`src/hw/rtl/assert_macros.svh`:
```
// Assertion macros shared by the matrix multiply RTL.
`ifndef ASSERT_MACROS_SVH
`define ASSERT_MACROS_SVH

// A condition that must hold at every clock edge outside reset.
`define ASSERT_ALWAYS(lbl, clk, rst_n, cond, msg) \
    lbl: assert property (@(posedge clk) disable iff (!rst_n) (cond)) else $error(msg);

// A condition that must be followed by another one at the next clock edge.
`define ASSERT_NEXT(lbl, clk, rst_n, ante, cons, msg) \
    lbl: assert property (@(posedge clk) disable iff (!rst_n) (ante) |=> (cons)) \
        else $error(msg);

// A condition that must be preceded by another one at the previous clock edge.
`define ASSERT_AFTER(lbl, clk, rst_n, cons, ante, msg) \
    lbl: assert property (@(posedge clk) disable iff (!rst_n) (cons) |-> $past(ante)) \
        else $error(msg);

`endif

```
`src/hw/rtl/imm_pkg.sv`:
```
// Types and constants shared by the matrix multiply engine.
`default_nettype none

package imm_pkg;

    localparam int IN_MAX      = 64;
    localparam int OUT_MAX     = 64;
    localparam int STORE_DEPTH = 4096;
    localparam int STORE_AW    = $clog2(STORE_DEPTH);
    localparam int ACT_AW      = $clog2(IN_MAX);
    localparam int OUT_AW      = 6;
    localparam int SIZE_W      = 7;
    localparam int DATA_W      = 8;
    localparam int PROD_W      = 2 * DATA_W;
    localparam int ACC_W       = 32;
    localparam int CFG_AW      = 2;

    localparam logic [CFG_AW-1:0] CFG_IN_FEATURES   = 2'd0;
    localparam logic [CFG_AW-1:0] CFG_OUT_FEATURES  = 2'd1;
    localparam logic [CFG_AW-1:0] CFG_WEIGHT_LAYOUT = 2'd2;

    localparam logic REQ_WEIGHT     = 1'b0;
    localparam logic REQ_ACTIVATION = 1'b1;

    typedef struct packed {
        logic                     req_type;
        logic [STORE_AW-1:0]      weight_index;
        logic signed [DATA_W-1:0] value;
    } imm_req_t;

    typedef struct packed {
        logic [OUT_AW-1:0]       output_index;
        logic signed [ACC_W-1:0] dot_value;
        logic                    last;
    } imm_result_t;

    // Marks that travel alongside one multiply-accumulate step.
    typedef struct packed {
        logic              valid;
        logic              first;
        logic              last_k;
        logic              last_o;
        logic [OUT_AW-1:0] o;
    } imm_tag_t;

    typedef struct packed {
        logic                wr_weight;
        logic                wr_act;
        logic [ACT_AW-1:0]   act_wr_addr;
        logic [ACT_AW-1:0]   act_rd_addr;
        logic [STORE_AW-1:0] w_rd_addr;
        imm_tag_t            tag;
    } imm_cmd_t;

endpackage

`default_nettype wire

```
`src/hw/rtl/imm_ctrl.sv`:
```
// Controller: configuration registers, activation counter and MAC sequencer.
`default_nettype none
`include "assert_macros.svh"

module imm_ctrl
    import imm_pkg::*;
(
    input  wire logic              clk,
    input  wire logic              rst_n,
    input  wire logic              start,
    input  wire logic              req_type,
    output logic                   busy,
    input  wire logic              cfg_we,
    input  wire logic [CFG_AW-1:0] cfg_index,
    input  wire logic [SIZE_W-1:0] cfg_data,
    output imm_cmd_t               cmd
);

    localparam logic ST_IDLE = 1'b0;
    localparam logic ST_RUN  = 1'b1;

    logic                state_reg, state_next;
    logic [SIZE_W-1:0]   in_size_reg;
    logic [SIZE_W-1:0]   out_size_reg;
    logic                weight_layout_reg;
    logic [SIZE_W-1:0]   count_reg, count_next;
    logic [ACT_AW-1:0]   k_reg, k_next;
    logic [OUT_AW-1:0]   o_reg, o_next;
    logic [STORE_AW-1:0] addr_reg, addr_next;
    logic [SIZE_W-1:0]   k_n, m_n;
    logic [SIZE_W-1:0]   count_inc;
    logic                accept, act_accept, row_done;
    logic                last_k, last_o;

    // Sizes of zero act as one, sizes above the maximum saturate.
    always_comb
    begin
        if (in_size_reg == '0)
            k_n = SIZE_W'(1);
        else if (in_size_reg > SIZE_W'(IN_MAX))
            k_n = SIZE_W'(IN_MAX);
        else
            k_n = in_size_reg;
        if (out_size_reg == '0)
            m_n = SIZE_W'(1);
        else if (out_size_reg > SIZE_W'(OUT_MAX))
            m_n = SIZE_W'(OUT_MAX);
        else
            m_n = out_size_reg;
    end

    assign busy       = (state_reg == ST_RUN);
    assign accept     = start && !busy;
    assign act_accept = accept && (req_type == REQ_ACTIVATION);
    assign count_inc  = count_reg + SIZE_W'(1);
    assign row_done   = act_accept && (count_inc >= k_n);
    assign last_k     = (SIZE_W'(k_reg) == k_n - SIZE_W'(1));
    assign last_o     = (SIZE_W'(o_reg) == m_n - SIZE_W'(1));

    always_ff @(posedge clk or negedge rst_n)
    begin
        if (!rst_n)
        begin
            in_size_reg       <= SIZE_W'(1);
            out_size_reg      <= SIZE_W'(1);
            weight_layout_reg <= 1'b0;
        end
        else if (cfg_we)
        begin
            unique case (cfg_index)
                CFG_IN_FEATURES:   in_size_reg       <= cfg_data;
                CFG_OUT_FEATURES:  out_size_reg      <= cfg_data;
                CFG_WEIGHT_LAYOUT: weight_layout_reg <= cfg_data[0];
                default:           ;
            endcase
        end
    end

    always_comb
    begin
        count_next = count_reg;
        if (act_accept)
            count_next = row_done ? '0 : count_inc;
    end

    always_comb
    begin
        state_next = state_reg;
        k_next     = k_reg;
        o_next     = o_reg;
        addr_next  = addr_reg;
        unique case (state_reg)
            ST_IDLE:
            begin
                if (row_done)
                begin
                    state_next = ST_RUN;
                    k_next     = '0;
                    o_next     = '0;
                    addr_next  = '0;
                end
            end
            ST_RUN:
            begin
                if (last_k)
                begin
                    k_next = '0;
                    if (last_o)
                        state_next = ST_IDLE;
                    else
                    begin
                        o_next = o_reg + OUT_AW'(1);
                        // Alternate layout restarts at the next output's column.
                        if (weight_layout_reg)
                            addr_next = STORE_AW'(o_reg) + STORE_AW'(1);
                        else
                            addr_next = addr_reg + STORE_AW'(1);
                    end
                end
                else
                begin
                    k_next = k_reg + ACT_AW'(1);
                    if (weight_layout_reg)
                        addr_next = addr_reg + STORE_AW'(m_n);
                    else
                        addr_next = addr_reg + STORE_AW'(1);
                end
            end
            default: state_next = ST_IDLE;
        endcase
    end

    always_ff @(posedge clk or negedge rst_n)
    begin
        if (!rst_n)
        begin
            state_reg <= ST_IDLE;
            count_reg <= '0;
            k_reg     <= '0;
            o_reg     <= '0;
            addr_reg  <= '0;
        end
        else
        begin
            state_reg <= state_next;
            count_reg <= count_next;
            k_reg     <= k_next;
            o_reg     <= o_next;
            addr_reg  <= addr_next;
        end
    end

    always_comb
    begin
        cmd.wr_weight  = accept && (req_type == REQ_WEIGHT);
        cmd.wr_act     = act_accept && (count_reg < SIZE_W'(IN_MAX));
        cmd.act_wr_addr = count_reg[ACT_AW-1:0];
        cmd.act_rd_addr = k_reg;
        cmd.w_rd_addr   = addr_reg;
        cmd.tag.valid   = busy;
        cmd.tag.first   = (k_reg == '0);
        cmd.tag.last_k  = last_k;
        cmd.tag.last_o  = last_o;
        cmd.tag.o       = o_reg;
    end

    `ASSERT_ALWAYS(a_run_in_range, clk, rst_n,
        !busy || ((SIZE_W'(k_reg) < k_n) && (SIZE_W'(o_reg) < m_n)),
        "sequencer indexes beyond the configured sizes")
    `ASSERT_NEXT(a_row_starts_run, clk, rst_n, row_done,
        busy && (k_reg == '0) && (o_reg == '0),
        "completed row did not start the sequencer")
    `ASSERT_ALWAYS(a_count_below_size, clk, rst_n,
        busy || (count_reg < SIZE_W'(IN_MAX)),
        "activation counter left its range")

endmodule

`default_nettype wire

```
`config.mk`:
```
export PLATFORM = sky130hd
export DESIGN_NAME = imm_ctrl
export DESIGN_NICKNAME = d
export VERILOG_FILES = /design/src/hw/rtl/imm_pkg.sv /design/src/hw/rtl/imm_ctrl.sv
export VERILOG_INCLUDE_DIRS = /design/src /design/src/hw/rtl
export SDC_FILE = /design/constraint.sdc
export NUM_CORES = 1
export LEC_CHECK = 0
export BUFFER_PORTS_ARGS = -buffer_cell sky130_fd_sc_hd__buf_2
export CAP_MARGIN = 25
export CORE_MARGIN = 2
export CORE_UTILIZATION = 30
export DETAILED_ROUTE_END_ITERATION = 7
export REMOVE_ABC_BUFFERS = 1
export SETUP_SLACK_MARGIN = 0.5
export SYNTH_ARGS = -nofsm -noshare
export SYNTH_HDL_FRONTEND = slang
export SYNTH_SLANG_ARGS = --single-unit
```
`constraint.sdc`:
```
create_clock -name clk -period 5.05 [get_ports clk]
set_input_delay 1.01 -clock clk [delete_from_list [all_inputs] [get_ports clk]]
set_output_delay 1.01 -clock clk [all_outputs]
set_load 0.1 [all_outputs]
```
==> Word-level counts from Yosys, hierarchy flattened <==
Cells that the tools add are included.
{ "totals": {"word_cells": 66, "input_bits": 14, "out_inout_bits": 37, "regBits": 47} }
{ "op_classes": {"reduce_logical": 15, "mux": 21, "order_cmp": 4, "add_sub_neg": 8, "eq_ne": 8, "n_bitwise": 2} }
{ "op_table": {"columns": ["op", "count"], "rows": [
  ["12-bit two-way mux", 5],
  ["7-bit two-way mux", 5],
  ["6-bit two-way mux", 4],
  ["12-bit case mux with 2 select lines", 1],
  ["6-bit case mux with 2 select lines", 2],
  ["6-bit by 7-bit equality test with 1-bit output", 2],
  ["7-bit > comparator, second input constant", 2],
  ["7-bit logical NOT", 2],
  ["7-bit by 1-bit subtractor with 7-bit output, second input constant", 2],
  ["12-bit by 1-bit adder with 12-bit output, second input constant", 1],
  ["12-bit by 7-bit adder with 12-bit output", 1],
  ["6-bit by 1-bit adder with 6-bit output, second input constant", 2],
  ["2-bit AND reduction", 4],
  ["6-bit by 1-bit adder with 7-bit output, second input constant", 1],
  ["7-bit by 1-bit adder with 7-bit output, second input constant", 1],
  ["7-bit greater-or-equal comparator", 1],
  ["7-bit less-than comparator, second input constant", 1],
  ["6-bit logical NOT", 1],
  ["1-bit logical AND", 5],
  ["2-bit != test, second input constant", 2],
  ["1-bit two-way mux", 3],
  ["3-bit != test, second input constant", 1],
  ["3-bit AND reduction", 1],
  ["2-bit by 1-bit equality test with 1-bit output, second input constant", 1],
  ["other kinds (6)", 7]
]} }

==> Logic depth before layout (Yosys ltp) <==
Gate-level depths: netlist (run 1).
{ "logic_depth": {"depth_word": 8, "mapped_depth": 17, "mapped_depth_nobuf": 15} }

==> Least setup slack after synthesis (run 1) <==
No wires, ideal clock.
{ "synth_path": {"path_type": "flip-flop to output port", "start": "register state_reg (netlist: busy)", "end": "output cmd[35] (netlist bit)", "path_stages_with_launch": 3, "n_path_buf": 1, "path_slack_ns": 0.714, "required_time_ns": 4.040, "arrival_time_ns": 3.326, "cell_sequence": "dfrtp_1 clkbuf_1 nor3b_1"} }
{ "synth_rtl": {"columns": ["item", "line_no", "source"], "rows": [
  ["from (decl)", "imm_ctrl.sv:22", "logic state_reg, state_next;"],
  ["from (signal assigned)", "imm_ctrl.sv:145", "state_reg <= state_next;"],
  ["to (decl)", "imm_ctrl.sv:16", "output imm_cmd_t cmd"]
]} }

==> results.toml, run 1 <==
[status]
outcome = "finished clean"

[worst_setup_path]
cp.required_ps = 4040
crit_fanout = 8
path_cells = "nor4_4 -> a21oi_1 -> nor2_1 -> inv_1 -> ha_1 -> xnor2_1 -> a31oi_1 -> a21boi_0 -> nand4_1 -> or4_4 -> clkinv_2 -> clkbuf_4"
arrival_ps = 3320
r2r-start = "in_size_reg[4]"
slowest_delay_ps = 570
cp-end-kind = "output pin"
crit_slowest_cell = "or4_4"
worst-setup-path-type = "reg -> out"
worstSetupStartpoint = "out_size_reg[2]"
cp-start-kind = "flop"

[finish]
syn2layout_area_growth_pct = 13.3
largest_register_ffs = 12
fin_nets = 478
finalNonFillerCells = 590
drive_gt1_share_pct = 19.9
diodes = 0

[cts]
cts_made_buffers = 5
cts_num_sinks = 47
cts-root-buf = "clkbuf_16"
path_clk_slew_ps = 70
postCtsSetupBuffers = 0
insertion_delay_ps = 300
h-tree-depth = 2
clk_path_buf_depth = 2
cts_tree = "built"

[yosys]
yosys_warnings = 0
yosysUniqueCellTypes = 64
ys_seq_area_share_pct = 32.5
synth_top_area_cell = "dfrtp_1"
ys_seq_elements = 47
synth_cells = 414
synth_edf_count = 0
syn_area_um2 = 3620
ys_top_cells_by_area = "dfrtp_1 31%, ha_1 7.3%, mux2_2 4.7%"
avgSynthCellArea_um2 = 8.75
ys.flop_type = "dfrtp_1"
synthArstFlopShare_pct = 100
yosysTopAreaCellShare_pct = 31.1

[placed_design]
hpwl_um = 7300
io_buffers = 50
place_congestion = 0.862
dp_cells = 582

[sta]
skew_ps = 9.69
period_share_pct = 85.8
rsz0062_at_grt = "no"
drv_slew = 0
fmax_ghz = 0.231
setup_violations = 0
finalSetupTns_ps = 0
relSlewSlack_pct = 32.0
finalHoldWorstSlack_ps = 531
tightest_slew_ps = 1020
final-hold-violation-count = 0
min_period_ps = 4330

[floorplanning]
die_area_um2 = 13000
core_area_um2 = 11900
rows = 40
start_util_pct = 30.4
die_w_um = 114
io_pins = 51
die_h_um = 114

[detailed_routing]
routed_wl_um = 9530
vias = 3214
ant_nets = 0
post_drt_via_cell_ratio = 5.45
remaining_drc_errors = 0
drt_iter0_markers = 172
wl_per_cell_um = 16.1
drtPass1Iterations = 5

[pwr]
p_leak_nw = 1.88
vdd_drop_max_uv = 270
p_per_area_nw_per_um2 = 663

[global_route]
grt_max_degree = 29
grt.overflow.total = 0
antenna_found_initial = 0
first_global_vias = 2977
grt_pass1_wl_um = 15300
grt_use_total_pct = 14.8

[flow_run]
drv_cap = 0

[hold_path]
hold_path_startpoint = "count_reg[6]"
worstHoldPathType = "reg -> reg"
[stage by stage]
| stage | setup WS (ps) | power [W] | cell area [um^2] | utilization, % |
|---|---|---|---|---|
| after CTS | 522 | 0.00273 | 4100 | 34.4 |
| final | 718 | 0.00272 | 4110 | 34.5 |
| after global routing | 518 | 0.00288 | 4110 | 34.5 |
| after detailed placement | 656 | 0.00232 | 3910 | 32.8 |
| after floorplan | 344 | 0.00197 | 3450 | - |
| after global placement | 810 | 0.00229 | 3890 | 32.7 |
[synthesized netlist by cell type, types with 3 or more instances]
cell / number
dfrtp_1: 45
nand2_1: 40
nor2_1: 23
ha_1: 21
a21oi_1: 19
o21ai_0: 19
nand3_1: 18
xnor2_1: 18
inv_1: 17
mux2_2: 15
clkbuf_1: 11
a31oi_1: 9
and3_1: 9
buf_4: 9
nand2b_1: 9
xor2_1: 9
a21o_1: 8
nor3_1: 8
a22o_1: 7
buf_2: 7
o22ai_1: 7
nor4_1: 6
nand4_1: 5
nor3b_1: 5
o21ai_1: 5
a32o_1: 4
mux2i_1: 4
nand3b_1: 4
o21bai_1: 4
nor2b_1: 3
o2bb2ai_1: 3
[cells in the final DEF, fill, tap and decap left out, drive strengths merged, types with 3 or more instances in the layout]
master,instances
buf,51
dfrtp,45
nand2,40
nor2,25
o21ai,24
ha,21
a21oi,20
inv,20
nand3,18
xnor2,18
mux2,15
xor2,9
and3,9
nand2b,9
a31oi,9
nor3,9
a21o,8
o22ai,7
a22o,7
clkbuf,7
nor4,6
nand4,5
nor3b,5
mux2i,4
nand3b,4
a32o,4
o21bai,4
nor2b,3
o2bb2ai,3
or4,3
[power breakdown]
| part | switching (W) | leakage (nW) | total [W] | internal (W) |
|---|---|---|---|---|
| clock network | 0.000155 | 0.0875 | 0.000404 | 0.000249 |
| logic | 0.00116 | 1.19 | 0.00160 | 0.000437 |
| registers | 0.000237 | 0.599 | 0.000719 | 0.000483 |
[layout make-up]
cell class / count / area [um^2]
fill: 1225 / 7800
multi-input combinational: 316 / 2210
sequential: 47 / 1180
timing repair buffer: 52 / 280
tap: 147 / 184
clock buffer: 6 / 139
inverter: 20 / 78.8
clock inverter: 2 / 38.8
[critical path: cells and delay by family (launching register included)]
family	cells	cell delay, ps
adders and majority gates	1	280
buffers and inverters	3	510
and+or+nand+nor	4	1170
DFF	1	470
xor gates and xnor gates	1	140
AOI/OAI and AO/OA	3	450
[layer usage]
metal | vias to the layer above | track usage [%] | part of all wire [%]
met4 | 0 | 4.80 | 2.1
met1 | 1555 | 18.6 | 44
met3 | 14 | 2.66 | 4.7
li1 | 1562 | - | -
met2 | 83 | 25.5 | 49
met5 | - | 0 | 0
[repair_timing]
item,in CTS,in global routing
resized for setup,1,2
hold buffers,0,0
endpoints found under the setup margin,1,1
[cell families after synthesis]
logic type	synth area share, %
AOI/OAI and AO/OA	20.4
xor gates and xnor gates	6.53
adders and majority gates	7.80
buffers and inverters	6.97
DFF	32.5
muxes	5.77
and+or+nand+nor	20.0
[worst paths after layout]
path	slack [ps]	endpoint	cells past startpoint
setup / recovery	720	cmd[6]	12
hold / removal	530	count_reg[6]	2
setup reg to reg	1550	o_reg[2]	14
hold reg to reg	530	count_reg[6]	2
max in group asynchronous	3830	k_reg[3]	2
min in group asynchronous	690	addr_reg[1]	1
(Power assumes the default switching activity.)
==> inputs of run 2 (changes only) <==
==> constraint.sdc (replaced) <==
create_clock -name clk -period 4.9 [get_ports clk]
set_input_delay 0.98 -clock clk [delete_from_list [all_inputs] [get_ports clk]]
set_output_delay 0.98 -clock clk [all_outputs]
set_load 0.1 [all_outputs]
==> results.toml, run 2 (same netlist as run 1, synthesis figures left out) <==
[status]
outcome = "finished clean"

[pwr]
p_leak_nw = 1.87
vdd_drop_max_uv = 306
p_per_area_nw_per_um2 = 678

[floorplanning]
die_h_um = 114
io_pins = 51
rows = 40
die_area_um2 = 13000
die_w_um = 114
start_util_pct = 30.4
core_area_um2 = 11900

[worst_setup_path]
crit_slowest_cell = "or4_4"
worst-setup-path-type = "reg -> out"
r2r-end = "addr_reg[2]"
crit_fanout = 8
cp-end-kind = "output pin"
path_cells = "nor4_4 -> a21oi_1 -> nor2_1 -> inv_1 -> ha_1 -> xnor2_1 -> a31oi_1 -> a21boi_0 -> nand4_1 -> or4_4 -> clkinv_2 -> buf_6"
cp.required_ps = 3920
r2r-start = "out_size_reg[2]"
arrival_ps = 3290
cp-start-kind = "flop"
slowest_delay_ps = 570
worstRegToRegCells = 14
r2r_slack_ps = 1420

[placed_design]
io_buffers = 50
hpwl_um = 7250
place_congestion = 0.872
placed_area_um2 = 3910
dp_cells = 582
pre_cts_ws_ps = 546

[detailed_routing]
wl_per_cell_um = 16.2
vias = 3197
drtPass1Iterations = 4
drt_iter0_markers = 291
ant_nets = 0
remaining_drc_errors = 0
post_drt_via_cell_ratio = 5.42
routed_wl_um = 9530

[cts]
clk_path_buf_depth = 2
h-tree-depth = 2
postCtsHoldBufs = 0
cts_num_sinks = 47
cts_tree = "built"
insertion_delay_ps = 290
path_clk_slew_ps = 70
postCtsSetupBuffers = 0
cts_made_buffers = 5
cts-root-buf = "clkbuf_16"

[sta]
fmax_ghz = 0.234
min_period_ps = 4270
setup_violations = 0
rsz0062_at_grt = "no"
finalSetupTns_ps = 0
relSlewSlack_pct = 36.1
final-hold-violation-count = 0
period_share_pct = 87.1
finalWorstSetupSlack_ps = 631
drv_slew = 0
finalHoldWorstSlack_ps = 532
tightest_slew_ps = 957
skew_ps = 9.44

[finish]
n_fill_cell = 1263
finalNonFillerCells = 590
fin_nets = 478
diodes = 0
largest_register_ffs = 12
syn2layout_area_growth_pct = 13.3
layout_common_cells = "48 x buf_2, 45 x dfrtp_1, 40 x nand2_1"
fin_area_um2 = 4110
drive_gt1_share_pct = 19.9
mostFrequentLayoutCell = "buf_2"

[hold_path]
hold_path_startpoint = "count_reg[6]"
holdPathEnd = "count_reg[6]"
whs_path_depth = 2
worstHoldPathType = "reg -> reg"

[global_route]
grt_use_total_pct = 14.9
first_global_vias = 3100
antenna_found_initial = 0
grt_pass1_wl_um = 15600
grt.overflow.total = 0
grt_max_degree = 29

[flow_run]
drv_cap = 0
## run 2: timing repair
action                                  CTS  global route
resized for setup                         2             4
gates cloned                              0             0
endpoints found under the setup margin    1             2
## run 2: area by class of cell
| cell class | count | area [um^2] | share of cell area, % |
|---|---|---|---|
| Inverter | 20 | 78.8 | 1.92 |
| Clock buffer | 5 | 125 | 3.05 |
| Tap cell | 147 | 184 | 4.48 |
| Clock inverter | 3 | 46.3 | 1.13 |
| Multi-Input combinational cell | 316 | 2210 | 53.7 |
| Sequential cell | 47 | 1180 | 28.7 |
| Timing Repair Buffer | 52 | 287 | 6.98 |
## run 2: power by group
| part | switching [W] | internal, W |
|---|---|---|
| Combinational | 0.00119 | 0.000450 |
| Sequential | 0.000245 | 0.000497 |
| Clock | 0.000161 | 0.000243 |
## run 2: critical path, delay by kind of cell, from the launching register on
family | cells | cell delay (ps)
XOR/XNOR | 1 | 130
adder cells (fa/ha/maj) | 1 | 290
flip-flops | 1 | 470
AO/OA/AOI/OAI | 3 | 440
AND/OR/NAND/NOR | 4 | 1230
buffers and inverters | 3 | 440
## run 2: routing by layer
| metal | track usage [%] | routed length [um] | vias to the layer above |
|---|---|---|---|
| li1 | - | - | 1555 |
| met1 | 20.2 | 4480 | 1558 |
| met2 | 24.4 | 4540 | 74 |
| met3 | 2.66 | 369 | 10 |
| met4 | 4.23 | 143 | 0 |
| met5 | 0 | 0 | - |
## run 2: how the worst max path moves through the flow
stage	start	to	slack, ps	cells after the start
floorplan	busy	cmd[35]	220	1
global placement	out_size_reg[2]	cmd[6]	660	12
detailed placement	out_size_reg[2]	cmd[6]	550	12
CTS	out_size_reg[2]	cmd[6]	540	12
global route	out_size_reg[2]	cmd[6]	510	12
finish	out_size_reg[2]	cmd[6]	630	12
## run 2: through the flow
stage / util (%) / total power [W]
2_1_floorplan: - / 0.00203
3_3_place_gp: 32.7 / 0.00235
3_5_place_dp: 32.8 / 0.00239
4_1_cts: 34.3 / 0.00280
5_1_grt: 34.5 / 0.00297
6_report: 34.5 / 0.00278
==> inputs of run 3 (changes only) <==
--- a/config.mk
+++ b/config.mk
@@ -11,7 +11,6 @@
 export CORE_MARGIN = 2
 export CORE_UTILIZATION = 30
 export DETAILED_ROUTE_END_ITERATION = 7
-export REMOVE_ABC_BUFFERS = 1
 export SETUP_SLACK_MARGIN = 0.5
 export SYNTH_ARGS = -nofsm -noshare
 export SYNTH_HDL_FRONTEND = slang
==> results.toml, run 3 (same netlist as run 1, synthesis figures left out) <==
[detailed_routing]
ant_nets = 0
post_drt_via_cell_ratio = 5.37
drt_iter0_markers = 192
wl_per_cell_um = 16.1
routed_wl_um = 9500
vias = 3181
drtPass1Iterations = 6
remaining_drc_errors = 0

[yosys]
syn_nets = 450

[pwr]
p_per_area_nw_per_um2 = 677
p_int_w = 0.00119
seqPwrFrac_pct = 26.0
p_comb_share_pct = 59.3
p_leak_nw = 1.88
vdd_drop_max_uv = 226
pwr-share-clk_pct = 14.7
p_switching_w = 0.00160
p_total_w = 0.00279
p_sw_share_pct = 57.2

[sta]
finalSetupTns_ps = 0
relSlewSlack_pct = 51.3
skew_ps = 7.42
drv_slew = 0
setup_violations = 0
final-hold-violation-count = 0
finalHoldWorstSlack_ps = 527
rsz0062_at_grt = "yes"
period_share_pct = 86.0
fmax_ghz = 0.237
min_period_ps = 4210
tightest_slew_ps = 729

[floorplanning]
rows = 40
die_w_um = 114
die_area_um2 = 13000
start_util_pct = 30.4
core_area_um2 = 11900
io_pins = 51
die_h_um = 114

[finish]
regArea_um2 = 1180
multiInputGateArea_um2 = 2210
mostFrequentLayoutCell = "buf_2"
n_fill_cell = 1264
diodes = 0
syn2layout_area_growth_pct = 13.7
largest_register_ffs = 12
fin_nets = 480
drive_gt1_share_pct = 20.2
layout_common_cells = "48 x buf_2, 45 x dfrtp_1, 40 x nand2_1"

[worst_setup_path]
cp.required_ps = 3920
crit_slowest_cell = "or4_4"
r2r-start = "in_size_reg[4]"
crit_fanout = 5
cp-start-kind = "flop"
cp-end-kind = "output pin"
worstSetupStartpoint = "out_size_reg[1]"
path_cells = "nor4_4 -> a21oi_1 -> nor2_1 -> inv_1 -> ha_1 -> xnor2_1 -> a31oi_1 -> a21boi_0 -> nand4_1 -> or4_4 -> clkinv_2 -> buf_6"
arrival_ps = 3230
slowest_delay_ps = 570
worst-setup-path-type = "reg -> out"

[cts]
cts_tree = "built"
postCtsHoldBufs = 0
h-tree-depth = 2
postCtsSetupBuffers = 0
insertion_delay_ps = 300
clk_path_buf_depth = 2
cts_num_sinks = 47
cts-root-buf = "clkbuf_16"
path_clk_slew_ps = 70
cts_made_buffers = 5

[placed_design]
hpwl_um = 7200
io_buffers = 50
place_congestion = 0.964

[global_route]
grt_pass1_wl_um = 15500
grt_use_total_pct = 14.9
antenna_found_initial = 0
first_global_vias = 3037
grt.overflow.total = 0
grt_max_degree = 36

[hold_path]
worstHoldPathType = "reg -> reg"
hold_path_startpoint = "count_reg[6]"

[flow_run]
drv_cap = 0

[status]
outcome = "finished clean"
## run 3: cell types whose count changed in the layout (fill, tap and decap cells not counted)
cell	before	now
clkbuf_4	0	2
## run 3: area by class of cell
type                       instances  share of cell area (%)
clock buffer                       5                    3.04
clock inverter                     3                    1.12
inverter                          20                    1.91
multi-input combinational        316                    53.6
sequential                        47                    28.6
tap                              147                    4.46
timing repair buffer              54                    7.32
## run 3: final timing paths
path	endpoint	slack [ps]	cells after the start
setup / recovery	cmd[6]	690	12
hold / removal	count_reg[6]	530	2
setup reg to reg	o_reg[3]	1440	14
hold reg to reg	count_reg[6]	530	2
max in group asynchronous	out_size_reg[0]	3760	2
min in group asynchronous	addr_reg[8]	570	1
## run 3: what timing repair did
| action | in CTS | in global routing |
|---|---|---|
| pin swaps | 0 | 1 |
| gates resized for setup | 2 | 3 |
| endpoints found under the setup margin | 1 | 2 |
## run 3: worst max-delay path: cells and delay by family, from the launching register on
| kind | cells | cell delay (ps) |
|---|---|---|
| buffers and inverters | 3 | 410 |
| AOI/OAI and AO/OA | 3 | 460 |
| xor gates and xnor gates | 1 | 130 |
| adders and majority gates | 1 | 280 |
| and+or+nand+nor | 4 | 1200 |
| DFF | 1 | 440 |
## run 3: per-layer routing
layer / vias to the layer above / part of all wire (%) / global-route usage (%)
li1: 1557 / - / -
met1: 1547 / 49 / 20.5
met2: 67 / 46 / 24.3
met5: - / 0 / 0
met3: 10 / 3.8 / 2.71
met4: 0 / 1.1 / 3.82
## run 3: per-stage QoR
step	cells	area (um^2)	worst slack, ps	utilization, %
2_1_floorplan	414	3620	594	-
3_3_place_gp	582	3900	643	32.7
4_1_cts	591	4100	540	34.4
3_5_place_dp	583	3920	556	32.9
6_report	592	4120	687	34.6
5_1_grt	592	4120	482	34.6
## run 3: power groups by stage
| stage | combinational (W) | clock (W) | sequential [W] |
|---|---|---|---|
| after CTS | 0.00166 | 0.000419 | 0.000720 |
| after global routing | 0.00177 | 0.000432 | 0.000753 |
| after floorplan | 0.000963 | 0 | 0.00113 |
| after global placement | 0.00163 | 0 | 0.000723 |
| after detailed placement | 0.00165 | 0 | 0.000725 |
| final | 0.00165 | 0.000411 | 0.000726 |
